--- src/rtl/box_mean_blur_macros.svh ---
// Assertion macros shared by the box mean blur RTL.
`ifndef BOX_MEAN_BLUR_MACROS_SVH
`define BOX_MEAN_BLUR_MACROS_SVH

// Same-cycle implication, sampled on i_clk, off while i_rst_n is low.
`define BMB_ASSERT_NOW(label, ante, cons, msg) \
    label: assert property (@(posedge i_clk) disable iff (!i_rst_n) (ante) |-> (cons)) \
        else $error(msg);

// Next-cycle implication, sampled on i_clk, off while i_rst_n is low.
`define BMB_ASSERT_NEXT(label, ante, cons, msg) \
    label: assert property (@(posedge i_clk) disable iff (!i_rst_n) (ante) |=> (cons)) \
        else $error(msg);

`endif

--- src/rtl/bmb_pkg.sv ---
// Types, constants and register codes of the box mean blur block.
`timescale 1ns / 1ps

package bmb_pkg;

    // Default store and radius limits
    localparam int MAX_WIDTH_DEF  = 64;
    localparam int MAX_HEIGHT_DEF = 64;
    localparam int MAX_RADIUS_DEF = 15;

    // Field widths
    localparam int CH_W       = 8;   // one color channel
    localparam int POS_W      = 6;   // col / row of a word
    localparam int COORD_W    = 7;   // frame size registers and window coordinates
    localparam int RAD_W      = 4;   // radius register
    localparam int CFG_IDX_W  = 2;
    localparam int CFG_DATA_W = 7;
    localparam int PIX_W      = 3 * CH_W;

    // Register indexes
    localparam logic [CFG_IDX_W-1:0] CFG_RADIUS       = 2'd0;
    localparam logic [CFG_IDX_W-1:0] CFG_FRAME_WIDTH  = 2'd1;
    localparam logic [CFG_IDX_W-1:0] CFG_FRAME_HEIGHT = 2'd2;

    // Register reset values
    localparam logic [RAD_W-1:0]   RADIUS_RST       = 4'd1;
    localparam logic [COORD_W-1:0] FRAME_WIDTH_RST  = 7'd64;
    localparam logic [COORD_W-1:0] FRAME_HEIGHT_RST = 7'd64;

    // Function codes
    localparam logic FUNC_LOAD = 1'b0;
    localparam logic FUNC_BLUR = 1'b1;

    typedef struct packed {
        logic              func;
        logic [POS_W-1:0]  col;
        logic [POS_W-1:0]  row;
        logic [CH_W-1:0]   red_in;
        logic [CH_W-1:0]   green_in;
        logic [CH_W-1:0]   blue_in;
    } t_bmb_in;

    typedef struct packed {
        logic [CH_W-1:0]   red_out;
        logic [CH_W-1:0]   green_out;
        logic [CH_W-1:0]   blue_out;
    } t_bmb_out;

endpackage

--- src/rtl/bmb_divider.sv ---
// Restoring divider, one quotient bit per cycle, quotient known to fit one channel.
`timescale 1ns / 1ps

module bmb_divider import bmb_pkg::*; #(
    parameter int CNT_W = 10
) (
    input  logic                  i_clk,
    input  logic                  i_rst_n,
    input  logic                  i_start,
    input  logic [CNT_W+CH_W-1:0] i_dividend,
    input  logic [CNT_W-1:0]      i_divisor,
    output logic                  o_done,
    output logic [CH_W-1:0]       o_quot
);

    localparam int DIV_W  = CNT_W + CH_W;
    localparam int STEP_W = $clog2(CH_W);

    logic              r_busy;
    logic              r_done;
    logic [STEP_W-1:0] r_step;
    logic [DIV_W-1:0]  r_rem;
    logic [DIV_W-1:0]  r_trial;
    logic [CH_W-1:0]   r_quot;
    logic              w_ge;

    // trial subtrahend is divisor shifted to the current quotient bit
    assign w_ge = (r_rem >= r_trial);

    always_ff @(posedge i_clk) begin
        if (!i_rst_n) begin
            r_busy <= 1'b0;
            r_done <= 1'b0;
        end else begin
            r_done <= 1'b0;
            if (i_start) begin
                r_rem   <= i_dividend;
                r_trial <= DIV_W'(i_divisor) << (CH_W - 1);
                r_step  <= STEP_W'(CH_W - 1);
                r_quot  <= '0;
                r_busy  <= 1'b1;
            end else if (r_busy) begin
                if (w_ge) begin
                    r_rem <= r_rem - r_trial;
                end
                r_quot  <= {r_quot[CH_W-2:0], w_ge};
                r_trial <= r_trial >> 1;
                if (r_step == '0) begin
                    r_busy <= 1'b0;
                    r_done <= 1'b1;
                end else begin
                    r_step <= r_step - 1'b1;
                end
            end
        end
    end

    assign o_done = r_done;
    assign o_quot = r_quot;

endmodule

--- config.mk ---
export PLATFORM = sky130hd
export DESIGN_NAME = bmb_divider
export DESIGN_NICKNAME = d
export VERILOG_FILES = /design/src/rtl/box_mean_blur_macros.svh /design/src/rtl/bmb_pkg.sv /design/src/rtl/bmb_divider.sv
export SDC_FILE = /design/constraint.sdc
export NUM_CORES = 1
export LEC_CHECK = 0
export ABC_CLOCK_PERIOD_IN_PS = 7200
export BUFFER_PORTS_ARGS = -buffer_cell sky130_fd_sc_hd__buf_2
export CAP_MARGIN = 25
export CORE_MARGIN = 4
export CORE_UTILIZATION = 60
export CTS_BUF_LIST = sky130_fd_sc_hd__clkbuf_8
export DETAILED_ROUTE_END_ITERATION = 6
export PLACE_DENSITY = 0.88
export SYNTH_ARGS = -nofsm -noshare
export SYNTH_HDL_FRONTEND = slang
export SYNTH_SLANG_ARGS = --single-unit
--- constraint.sdc ---
create_clock -name i_clk -period 7.2 [get_ports i_clk]
set_input_delay 0.72 -clock i_clk [delete_from_list [all_inputs] [get_ports i_clk]]
set_output_delay 0.72 -clock i_clk [all_outputs]
set_load 0.02 [all_outputs]
==> results_dict.tcl <==
set metrics [dict create \
    vdd_ir_drop_max_uv 102 \
    max_stage_delay_ns 0.41 \
    cpMaxStageDelayCell "fa_1" \
    synth_ff_type "edfxtp_1" \
    hold_class "reg2reg" \
    cts_buffer_depth 2 \
    layout_worst_path_cycle_share 0.374 \
    path_delay_family "compound AO/OA/AOI/OAI gates" \
    skew_ns 0.0121 \
    reg2reg_from "r_rem[0]" \
    ios 40 \
    synth_top_area_frac 0.479 \
    async_reset_ff_frac 0 \
    postCtsSetupBuffers 0 \
    ctsResizeCount 0 \
    p_int_uw 508 \
    startpoint_type "register" \
    grt_usage 0.203 \
    drive_gt1_frac 0.165 \
    crit_chain "inv_1, ha_1, fa_1, nand2b_1, a21oi_1, o311ai_1, o211ai_1, a211oi_1, a21oi_1, buf_4" \
    synth_edf_count 46 \
    finalHoldViolCount 0 \
    slew_headroom 0.367 \
    n_antenna_cell 0 \
    setup_viol 0 \
    worstSetupStartpoint "r_rem[0]" \
    die_h_um 77.3 \
    final_common_cell "edfxtp_1" \
    synth_fp_nets 342 \
    drtIter0Drc 242 \
    core_area_sq_mm 0.00450 \
    place_inst 372 \
    cp_data_required_time_ns 7.19 \
    final_cell_mix "edfxtp_1, nand2_1, buf_2, o21ai_0, inv_1" \
    cts_tree "done" \
    synth_warnings 0 \
    nNetsFinal 378 \
    synthCells 291 \
    hp-start "r_busy" \
    drtPass1Iterations 5 \
    seq_area_frac_synth 0.493 \
    netSwitchingFraction 0.292 \
    area_delta_synth_final_pct 11.0 \
    p_comb_frac 0.247 \
    path_clk_slew_ns 0.09 \
    start_util 0.641 \
    ys_seq_elements 48 \
    grt_pass1_vias 2150 \
    leakagePower_uw 0.00137 \
    critPathMaxFanout 18 \
    synth_top_cell_by_area "edfxtp_1" \
    die_x_um 77.3 \
    path_buf_inv 2 \
    place.gp.congestion 0.941 \
    setup_slack_ns 4.51 \
    power.share.clock 0.277 \
    ant_nets 0 \
    slew_viol_final 0 \
    regArea_sq_mm 0.00142 \
    worst_skew_pair.late_latency_ns 0.31 \
    n_fill_cell 349 \
    pre_cts_ws_ns 4.35 \
    grt_max_degree 75 \
    netlist_area_sq_mm 0.00289 \
    ys_top_cells_by_area "edfxtp_1, ha_1, o21ai_0" \
    postSynthAreaPerCell_sq_um 9.92 \
    cts_buffers 5 \
    cts_hold_repair.buffers 0 \
    tns_ns 0 \
    p_per_area_mw_per_mm2 224 \
    wl_um 5830 \
    routedWlPerCell_um 15.3 \
    die_area_sq_mm 0.00598 \
    tightest_slew_ns 0.948 \
    crit_type "reg2reg" \
    clock-sinks 48 \
    p_total_uw 717 \
    route.vias.total 2240 \
    grt_pass1_wl_um 9800 \
    power_switching_uw 209 \
    holdWs_ns 0.482 \
    end_kind "register" \
    fmax_mhz 371 \
    row_count 24 \
    grt_overflow 0 \
    fin_crit_ns 2.69 \
    pwr-share-seq 0.476 \
    dp_hpwl_um 4320 \
    maxCapViolations 0 \
    status "finished clean" \
    synthDistinctLibCells 47 \
    grt_antenna_before_repair 0 \
    routed_via_density 5.89 \
    crit_arrival_ns 2.69 \
    cp_common_cell "a21oi_1" \
    drc 0 \
    rsz0062_at_grt "false" \
    h-tree-depth 2 \
    final_cells 380 \
    cts-root-buf "clkbuf_8" \
    multi_input_area_sq_mm 0.00130 \
    portBuffers 39 \
]
-- synthesized netlist by cell type (2+ instances only) --
cell type and count:
nor2_1 22, dfxtp_1 2, o21a_1 4, nand3_1 5
a21oi_1 14, inv_1 24, a21o_1 8, xor2_1 6
nand2_1 42, clkbuf_1 4, a211oi_1 2, o21ai_2 2
o31ai_1 3, buf_4 3, nand4_1 4, ha_1 19
nand2b_1 3, xnor2_1 6, o21ai_0 32, buf_1 3
nor2b_1 9, edfxtp_1 46, nor3_1 4
-- layer usage --
layer  global-route usage  routed length, um  vias to the layer above
met1                0.291               2560                     1042
met4               0.0836                 75                        0
met3               0.0278                388                        9
li1                     -                  -                     1103
met2                0.313               2800                       86
met5                    0                  0                        -
-- metrics by stage --
stage,utilization,instance area (sq um)
floorplan,-,2890
detailed placement,0.685,3090
global route,0.711,3200
finish,0.711,3200
CTS,0.711,3200
global placement,0.685,3090
-- kinds of logic after synthesis --
family | count (synthesis) | share of synthesized area
multiplexers | 1 | 0.00347
AO/OA/AOI/OAI | 78 | 0.170
flip-flops | 48 | 0.493
buffers and inverters | 36 | 0.0568
AND/OR/NAND/NOR | 96 | 0.151
adder cells (fa/ha/maj) | 20 | 0.0893
XOR/XNOR | 12 | 0.0364
-- worst register-to-register path: cells and delay by family, from the launching register on --
kind                     cells  cell delay [ns]
AO/OA/AOI/OAI                5             0.88
adder cells (fa/ha/maj)      2             0.63
buffers and inverters        2             0.33
flip-flops                   1             0.34
AND/OR/NAND/NOR              1             0.18
-- power by group through the flow --
stage / logic, uW / clock network [uW] / registers (uW)
after floorplan: 131 / 0 / 350
after global placement: 167 / 0 / 347
after detailed placement: 174 / 0 / 348
after CTS: 176 / 202 / 342
after global routing: 199 / 218 / 343
final: 177 / 199 / 341
-- flip-flops by register name (all words and copies together) (netlist names) --
| register | count |
|---|---|
| r_rem | 18 |
| r_step | 3 |
| r_trial | 17 |
| o_done | 1 |
| o_quot | 8 |
| r_busy | 1 |
-- cell type report --
| type | instances | area share |
|---|---|---|
| timing repair buffer | 41 | 0.0657 |
| clock inverter | 3 | 0.0145 |
| inverter | 24 | 0.0281 |
| tap | 52 | 0.0203 |
| multi-input combinational | 207 | 0.406 |
| sequential | 48 | 0.444 |
| clock buffer | 5 | 0.0215 |
-- path summary, 6_finish.rpt --
check                   end  slack, ns  depth (start not counted)
setup / recovery  r_rem[12]       4.51                         10
hold / removal       o_done       0.48                          1
setup reg to reg  r_rem[12]       4.51                         10
hold reg to reg      o_done       0.48                          1
Note: power is estimated with default switching activity, not from simulation.
